===== src/assert_macros.svh =====
// Assertion macros shared by the mailbox RTL.
`ifndef ASSERT_MACROS_SVH
`define ASSERT_MACROS_SVH

// Check a condition on every clock edge outside reset.
`define ASSERT_ALWAYS(label, clk, rst_n, prop, msg) \
  label: assert property (@(posedge clk) disable iff (!rst_n) (prop)) \
    else $error(msg);

// Check that a consequent holds in the same cycle as its antecedent.
`define ASSERT_SAME(label, clk, rst_n, ante, cons, msg) \
  label: assert property (@(posedge clk) disable iff (!rst_n) (ante) |-> (cons)) \
    else $error(msg);

// Check that a consequent holds in the cycle after its antecedent.
`define ASSERT_NEXT(label, clk, rst_n, ante, cons, msg) \
  label: assert property (@(posedge clk) disable iff (!rst_n) (ante) |=> (cons)) \
    else $error(msg);

`endif


===== src/bmm_pkg.sv =====
// Shared types and codes of the bounded message mailbox.
package bmm_pkg;

  localparam int unsigned MSG_LEN_W = 7;
  localparam int unsigned CFG_W     = 7;
  localparam int unsigned CFG_IDX_W = 1;

  // Operation codes
  localparam logic OP_ADD   = 1'b0;
  localparam logic OP_FETCH = 1'b1;

  // Result status codes
  localparam logic [2:0] ST_ADDED     = 3'd0;
  localparam logic [2:0] ST_DROP_FULL = 3'd1;
  localparam logic [2:0] ST_DROP_LONG = 3'd2;
  localparam logic [2:0] ST_FETCHED   = 3'd3;
  localparam logic [2:0] ST_EMPTY     = 3'd4;

  // Configuration register indexes
  localparam logic [CFG_IDX_W-1:0] CFG_MAX_ENTRIES = 1'b0;
  localparam logic [CFG_IDX_W-1:0] CFG_MAX_SIZE    = 1'b1;

  typedef struct packed {
    logic       opcode;
    logic [7:0] data_byte;
    logic       byte_valid;
    logic       last_byte;
  } in_item_t;

  typedef struct packed {
    logic [2:0]           status;
    logic [7:0]           out_byte;
    logic                 out_valid;
    logic                 out_last;
    logic [MSG_LEN_W-1:0] msg_length;
  } res_item_t;

  // Commands from controller to datapath
  typedef struct packed {
    logic add_en;
    logic fetch_en;
    logic len_phase;
    logic stream_phase;
  } ctrl_cmd_t;

  // Status from datapath to controller
  typedef struct packed {
    logic empty;
    logic len_zero;
    logic stream_last;
  } dp_status_t;

endpackage


===== src/bmm_ctrl.sv =====
// Controller state machine of the mailbox: accept, length lookup, byte streaming.
`include "assert_macros.svh"

module bmm_ctrl import bmm_pkg::*; (
  input  logic       clk_i,
  input  logic       rst_ni,
  input  logic       start_i,
  input  logic       opcode_i,
  input  dp_status_t status_i,
  output ctrl_cmd_t  cmd_o,
  output logic       busy_o
);

  typedef enum logic [2:0] {
    S_IDLE   = 3'b001,
    S_LEN    = 3'b010,
    S_STREAM = 3'b100
  } state_e;

  state_e state_q, state_d;
  logic   idle;

  assign idle = (state_q == S_IDLE);

  // Decode commands for the datapath
  always_comb begin
    cmd_o.add_en       = idle && start_i && (opcode_i == OP_ADD);
    cmd_o.fetch_en     = idle && start_i && (opcode_i == OP_FETCH);
    cmd_o.len_phase    = (state_q == S_LEN);
    cmd_o.stream_phase = (state_q == S_STREAM);
  end

  assign busy_o = !idle;

  // Advance the state
  always_comb begin
    state_d = state_q;
    unique case (state_q)
      S_IDLE: begin
        if (cmd_o.fetch_en && !status_i.empty) begin
          state_d = S_LEN;
        end
      end
      S_LEN: begin
        state_d = status_i.len_zero ? S_IDLE : S_STREAM;
      end
      S_STREAM: begin
        if (status_i.stream_last) begin
          state_d = S_IDLE;
        end
      end
      default: state_d = S_IDLE;
    endcase
  end

  always_ff @(posedge clk_i or negedge rst_ni) begin
    if (!rst_ni) begin
      state_q <= S_IDLE;
    end else begin
      state_q <= state_d;
    end
  end

  `ASSERT_NEXT(a_fetch_enters_len, clk_i, rst_ni, cmd_o.fetch_en && !status_i.empty, state_q == S_LEN, "fetch of a nonempty queue did not start a length lookup")
  `ASSERT_ALWAYS(a_state_onehot, clk_i, rst_ni, $onehot(state_q), "state is not one-hot")
  `ASSERT_SAME(a_no_cmd_busy, clk_i, rst_ni, busy_o, !cmd_o.add_en && !cmd_o.fetch_en, "command decoded while busy")

endmodule


===== config.mk =====
export PLATFORM = sky130hd
export DESIGN_NAME = bmm_ctrl
export DESIGN_NICKNAME = d
export VERILOG_FILES = /design/src/bmm_pkg.sv /design/src/bmm_ctrl.sv
export VERILOG_INCLUDE_DIRS = /design/src /design/src/src
export SDC_FILE = /design/constraint.sdc
export NUM_CORES = 1
export LEC_CHECK = 0
export BUFFER_PORTS_ARGS = -buffer_cell sky130_fd_sc_hd__buf_2
export CELL_PAD_IN_SITES_DETAIL_PLACEMENT = 1
export CELL_PAD_IN_SITES_GLOBAL_PLACEMENT = 1
export CORE_AREA = 5 5 42 44
export DETAILED_ROUTE_END_ITERATION = 8
export DIE_AREA = 0 0 47 49
export GPL_TIMING_DRIVEN = 0
export HOLD_SLACK_MARGIN = 0.1
export PLACE_DENSITY = 0.4
export SLEW_MARGIN = 10
export SYNTH_ARGS = -nofsm -noshare
export SYNTH_HDL_FRONTEND = slang
export SYNTH_SLANG_ARGS = --single-unit

===== constraint.sdc =====
create_clock -name clk_i -period 1.64 [get_ports clk_i]
set_clock_uncertainty 0.2 [all_clocks]
set_input_delay 0.246 -clock clk_i [delete_from_list [all_inputs] [get_ports clk_i]]
set_output_delay 0.246 -clock clk_i [all_outputs]
set_load 0.02 [all_outputs]

# After elaboration in Yosys (flattened, before gate mapping)
# Cells that the tools add are included.
dict set report op_classes {
  eq_ne 5
  n_mux 4
  n_bitwise 1
  reduce_logical 7
}
# cell count
set op_table {}
lappend op_table {{2-to-1 mux 3 bit} 3}
lappend op_table {{case mux 3 bit (3 select lines)} 1}
lappend op_table {{logical AND 1 bit} 4}
lappend op_table {{equality test 3 x 1 -> 1 bit (second input constant)} 1}
lappend op_table {{equality test 3 x 2 -> 1 bit (second input constant)} 1}
lappend op_table {{equality test 3 bit (second input constant)} 1}
lappend op_table {{logical NOT 1 bit} 2}
lappend op_table {{!= test 2 x 1 -> 1 bit (second input constant)} 1}
lappend op_table {{!= test 2 bit (second input constant)} 1}
lappend op_table {{AND reduction 2 bit} 1}
lappend op_table {{inverter 1 bit} 1}
dict set report word_totals {
  ff_bits 3
  inputBits 7
  out_inout_bits 5
  wordCells 18
}

# Depth between registers and ports, before layout
# Gate-level depths: netlist (run 1).
dict set report depth {
  depth_word 6
  ltp_mapped 3
  mapped_depth_nobuf 3
}

# Worst setup path after synthesis (run 1)
# OpenSTA, ideal clock, no wires.
dict set report synth_timing {
  kind {reg2out}
  startpoint {register state_q[0]}
  endpoint {output cmd_o[3] (netlist bit)}
  arrival_ns 1.506
  required_ns 1.194
  setup_slack_ns -0.312
  path_stages_with_launch 3
  path_buffers 0
  cell_sequence {dfstp_2 > or3b_4 > nor3b_1}
}
# item line_no
set synth_lines {}
lappend synth_lines {{start, declared} bmm_ctrl.sv:20} ;# state_e state_q, state_d;
lappend synth_lines {{start signal, assigned} bmm_ctrl.sv:60} ;# state_q <= state_d;
lappend synth_lines {{end, declared} bmm_ctrl.sv:10} ;# output ctrl_cmd_t cmd_o,

==> results of run 1 <==
==> area by class of cell <==
type,instances,area [µm²],share of cell area
repair buffers,16,113,0.330
well taps,16,20.0,0.0586
multi-input cells,9,98.8,0.289
clock buffers,4,26.3,0.0769
inverters,2,7.51,0.0220
flip-flops and latches,3,76.3,0.223
==> through the flow <==
| step | utilization | TNS (ns) | setup WS [ns] | instance area, µm² | cells |
|---|---|---|---|---|---|
| floorplan | - | -0.0896 | -0.0698 | 168 | 14 |
| global placement | 0.173 | -0.102 | -0.0914 | 243 | 41 |
| detailed placement | 0.173 | -0.153 | -0.110 | 243 | 41 |
| CTS | 0.233 | -0.708 | -0.321 | 327 | 49 |
| global route | 0.244 | -1.06 | -0.365 | 342 | 50 |
| finish | 0.244 | -0.914 | -0.324 | 342 | 50 |
==> critical path, delay by kind of cell (launching register included) <==
family	cells	cell delay, ns
simple gates	2	0.48
flops	1	0.52
buf+inv	2	0.28
==> cell usage after synthesis <==
cell,n,share of area
nor3_4,1,0.11
dfrtp_1,2,0.33
or3b_4,1,0.073
nand2_1,1,0.024
a22o_1,1,0.057
dfstp_2,1,0.17
nor2_1,2,0.049
nor3b_1,3,0.15
inv_1,2,0.049
==> worst max-delay path by stage <==
stage	startpoint	to	slack (ns)	depth (start not counted)
global route	state_q[0]	cmd_o[3]	-0.37	3
finish	state_q[0]	cmd_o[2]	-0.32	4
detailed placement	state_q[0]	cmd_o[3]	-0.11	3
global placement	state_q[0]	cmd_o[3]	-0.09	3
CTS	state_q[0]	cmd_o[3]	-0.32	3
floorplan	state_q[0]	cmd_o[3]	-0.07	2
==> metal layers <==
metal | vias to the layer above | track usage | share of wire
met3 | 3 | 0.0185 | 0.14
met1 | 89 | 0.0376 | 0.27
met5 | - | 0 | 0
li1 | 86 | - | -
met4 | 0 | 0.0829 | 0.050
met2 | 15 | 0.0928 | 0.54
==> kinds of logic (layout without fill, tap and decap cells) <==
logic type | after synthesis | count (layout) | share of synthesized area
AND/OR/NAND/NOR | 8 | 8 | 0.398
flip-flops | 3 | 3 | 0.496
buffers and inverters | 2 | 22 | 0.0488
AO/OA/AOI/OAI | 1 | 1 | 0.0569
==> where the power goes <==
part / leakage (µW) / switching [µW] / internal [µW]
Clock: 0.0000150 / 42.4 / 91.4
Combinational: 0.000111 / 27.0 / 31.8
Sequential: 0.0000381 / 1.62 / 77.6
==> placed cells by master, fill, tap and decap left out, drive strengths merged, types with 2 or more instances in the layout <==
| master | synthesis | layout |
|---|---|---|
| inv | 2 | 2 |
| clkbuf | 0 | 4 |
| nor2 | 2 | 2 |
| dfrtp | 2 | 2 |
| dlygate4sd3 | 0 | 2 |
| buf | 0 | 14 |
| nor3b | 3 | 3 |
==> what timing repair did <==
| action | 4_1_cts | 5_1_grt |
|---|---|---|
| setup buffers | 2 | 1 |
| hold endpoints to repair | 5 | 0 |
| hold buffers | 2 | 0 |
| resized for setup | 6 | 2 |
| pin swaps | 1 | 1 |
| endpoints found under the setup margin | 3 | 5 |
==> metrics.yaml, run 1 <==
clock_tree:
  cts_num_sinks: 3
  cts_tree: "yes"
  clk-insertion-delay-late_ns: 0.24
  clockBufferDepth: 2
  clk_pin_slew_worst_paths_ns: 0.04
  cts_max_level: 1
  clockRootBuffer: "clkbuf_4"
  cts_buffers: 3
placed_design:
  dp.final_hpwl_um: 398
  globalplace.congestion: 0.691
  port_buffers: 11
cells_and_area:
  largest-register: "state_q"
  nets: 42
  diodes: 0
  nFillCells: 170
  drive_gt1_frac: 0.706
  reg.largest.list: "state_q (3)"
  largest_register_ffs: 3
  area_growth_pct: 122
critical_path:
  worstPathRequired_ns: 1.19
  rr_worst_depth: 4
  timing.rr.end: "state_q[0]"
  worst_path_max_delay_cell: "dfstp_2"
  critPathLaunchType: "register"
  cp_max_fo: 3
  reg2reg_slack_ns: 0.03
  rr_startpoint: "state_q[0]"
  slowest_delay_ns: 0.52
  arrival_ns: 1.52
  cp_cell_sequence: "or3b_4, buf_4, nor2_4, buf_6"
  endpoint_kind: "output port"
  crit_type: "register to output port"
route:
  routedWlPerCell_um: 11.2
  viasPerCell: 3.86
  drt_wl_total_um: 558
  drt_iter0_drc: 1
  antenna_left: 0
  drt_pass1_iterations: 2
  post-route-drc-count: 0
  vias: 193
die:
  coreArea_um2: 1400
  dieArea_um2: 2300
  ios: 12
  placementRows: 14
  chipHeight_um: 49
  start_util: 0.110
  die_width_um: 47
yosys:
  synth.avg_cell_area_um2: 11.0
  mappedNetlistArea_um2: 154
  ys_warn_count: 0
  yosys_register_bits: 3
  synth_fp_nets: 21
  synth-seq-area-share: 0.496
  netlist_instances: 14
  ys_types: 9
status:
  violations: "negative setup slack"
  status: "finished, violations left"
timing:
  setup_viol: 3
  tightestPinTransition_ns: 0.193
  hold_violations: 0
  rsz0062_at_grt: "yes"
  timing.final.ws_setup_ns: -0.324
  finalCritPeriodShare: 1.20
  drv_slew: 0
  slew_headroom: 0.871
  fin_crit_ns: 1.96
  fmax_ghz: 0.509
  fin_hold_ws_ns: 0.127
pwr:
  ir_drop_uv: 248
  p_per_area_nw_per_um2: 796
  total_power_uw: 272
  p_leak_uw: 0.000164
grt:
  antenna_found_initial: 0
  grt_pass1_wl_um: 841
  groute.usage.overall: 0.0572
  grt_max_degree: 5
  grt_pass1_vias: 229
  grt_overflow: 0
job:
  maxCapViolations: 0
min_path:
  hold_class: "input pin to async pin"
(Power assumes the default switching activity.)
==> run 2, diff against run 1 <==
--- a/config.mk
+++ b/config.mk
@@ -14,7 +14,7 @@
 export DIE_AREA = 0 0 47 49
 export GPL_TIMING_DRIVEN = 0
 export HOLD_SLACK_MARGIN = 0.1
-export PLACE_DENSITY = 0.4
+export PLACE_DENSITY_LB_ADDON = 0.1
 export SLEW_MARGIN = 10
 export SYNTH_ARGS = -nofsm -noshare
 export SYNTH_HDL_FRONTEND = slang
==> metrics.yaml, run 2 (synthesis results as in run 1) <==
critical_path:
  worstPathRequired_ns: 1.19  # about the same
  worst_path_max_delay_cell: "dfstp_2"
  cp_top_family: "simple AND/OR/NAND/NOR gates"
  worstSetupPathDepth: 3  # -1
  critPathLaunchType: "register"
  rr_worst_depth: 5  # +1
  crit_type: "register to output port"
  endpoint_kind: "output port"
  reg2reg_slack_ns: -0.08  # -0.11 ns
  cp_max_fo: 3  # unchanged
  slowest_delay_ns: 0.53  # about the same
  cp_cell_sequence: "or3b_4, nor3b_4, buf_6"
  arrival_ns: 1.49  # -0.03 ns
  cp_num_buf_inv: 1  # -1
  timing.rr.end: "state_q[0]"
  critPathCapture: "cmd_o[3]"
  crit_start: "state_q[0]"
  rr_startpoint: "state_q[0]"
clock_tree:
  cts_tree: "yes"
  clockBufferDepth: 2  # unchanged
  clk-insertion-delay-late_ns: 0.23  # about the same
  cts_num_sinks: 3  # unchanged
  clockRootBuffer: "clkbuf_4"
  clk_pin_slew_worst_paths_ns: 0.04  # about the same
  cts_buffers: 3  # unchanged
  cts_max_level: 1  # unchanged
pwr:
  netSwitchingFraction: 0.247  # -0.0146
  clock_power_share: 0.495  # +0.003
  sequentialPowerShare: 0.300  # +0.009
  ir_drop_uv: 287  # +16%
  p_sw_uw: 65.0  # -8.5%
  p_per_area_nw_per_um2: 826  # +3.8%
  internal_power_uw: 198  # -1.2%
  p_leak_uw: 0.000158  # -3.7%
  pwr-share-comb: 0.205  # -0.012
timing:
  drv_slew: 0  # unchanged
  fin_tns_setup_ns: -0.885  # +0.0291 ns
  setup_viol: 5  # +2
  fin_crit_ns: 1.94  # -0.0243 ns
  fin_hold_ws_ns: 0.126  # -0.00105 ns
  rsz0062_at_grt: "yes"
  fmax_ghz: 0.515  # +1.3%
  finalCritPeriodShare: 1.18  # -0.0148
  tightestPinTransition_ns: 0.257  # +0.0634 ns
  hold_violations: 0  # unchanged
  timing.final.ws_setup_ns: -0.300  # +0.0243 ns
  slew_headroom: 0.829  # -0.0424
grt:
  groute.usage.overall: 0.0494  # -0.00773
  grt_pass1_wl_um: 759  # -9.8%
  antenna_found_initial: 0  # unchanged
  grt_overflow: 0  # unchanged
  grt_max_degree: 4  # -1
  grt_pass1_vias: 177  # -23%
placed_design:
  dp_cells: 41  # unchanged
  place_area_um2: 243  # unchanged
  globalplace.congestion: 0.661  # -4.3%
  dp.final_hpwl_um: 338  # -15%
  port_buffers: 11  # unchanged
cells_and_area:
  layout_common_cells: "buf_2 (8), clkbuf_4 (3), buf_4 (3)"
  design_area_um2: 319  # -6.6%
  largest-register: "state_q"
  reg.largest.list: "state_q (3)"
  final_common_cell: "buf_2"
  area_growth_pct: 107
  finalNonFillerCells: 49  # -2.0%
  diodes: 0  # unchanged
  largest_register_ffs: 3  # unchanged
  drive_gt1_frac: 0.636  # -0.0695
  nets: 41  # -2.4%
die:
  coreArea_um2: 1400  # unchanged
  die_width_um: 47  # unchanged
  start_util: 0.110  # unchanged
  chipHeight_um: 49  # unchanged
  ios: 12  # unchanged
  dieArea_um2: 2300  # unchanged
  placementRows: 14  # unchanged
job:
  maxCapViolations: 0  # unchanged
route:
  viasPerCell: 3.35  # -13%
  antenna_left: 0  # unchanged
  post-route-drc-count: 0  # unchanged
  drt_iter0_drc: 0  # -1
  vias: 164  # -15%
  drt_pass1_iterations: 1  # -1
  drt_wl_total_um: 464  # -17%
  routedWlPerCell_um: 9.47  # -15%
status:
  violations: "negative setup slack"
  status: "finished, violations left"
min_path:
  hold_class: "input pin to async pin"
run 2: cell types whose count changed in the layout (fill, tap and decap cells not counted), sizes merged:
cell | previous run | this run
buf | 14 | 13
run 2: routing by layer:
layer / track usage / up-vias / wire, µm
li1: - / 85 / -
met1: 0.0532 / 71 / 183
met2: 0.0633 / 8 / 226
met3: 0.0332 / 0 / 54
met4: 0.0415 / 0 / 0
met5: 0 / - / 0
run 2: power groups by stage:
stage	combinational, µW	clock (µW)	sequential, µW
final	53.9	131	79.1
after global routing	57.9	150	79.3
after CTS	54.2	140	79.1
after detailed placement	39.5	0	80.1
after global placement	38.9	0	80.2
after floorplan	23.3	0	79.6
run 2: final cells by class:
type,count,area [µm²]
repair buffers,15,105
fillers,174,1080
clock buffers,4,26.3
flip-flops and latches,3,76.3
multi-input cells,9,83.8
well taps,16,20.0
inverters,2,7.51
run 2: worst min-delay path by stage:
stage | startpoint | to | cells past startpoint
finish | rst_ni | state_q[1] | 2
global route | start_i | state_q[1] | 3
CTS | rst_ni | state_q[1] | 2
floorplan | rst_ni | state_q[1] | 0
global placement | rst_ni | state_q[1] | 1
detailed placement | rst_ni | state_q[1] | 1
run 2: what timing repair did:
| item | 4_1_cts | 5_1_grt |
|---|---|---|
| pin swaps | 1 | 0 |
| hold buffers | 2 | 0 |
| gates resized for setup | 5 | 0 |
| setup endpoints to repair | 3 | 6 |
| endpoints found under the hold margin | 5 | 0 |
| setup buffers | 2 | 0 |
run 2: per-stage QoR:
| stage | setup WS [ns] | utilization | total power (µW) |
|---|---|---|---|
| after floorplan | -0.0698 | - | 103 |
| after global placement | -0.103 | 0.173 | 119 |
| after detailed placement | -0.102 | 0.173 | 120 |
| after CTS | -0.312 | 0.228 | 273 |
| after global routing | -0.340 | 0.228 | 287 |
| final | -0.300 | 0.228 | 264 |
run 2: worst reg2reg max path: stages (launching register included):
cell and delay, ns:
dfstp_2 0.53, or3b_4 0.41, buf_4 0.15, buf_4 0.13, nor3_4 0.16, nor2_1 0.07
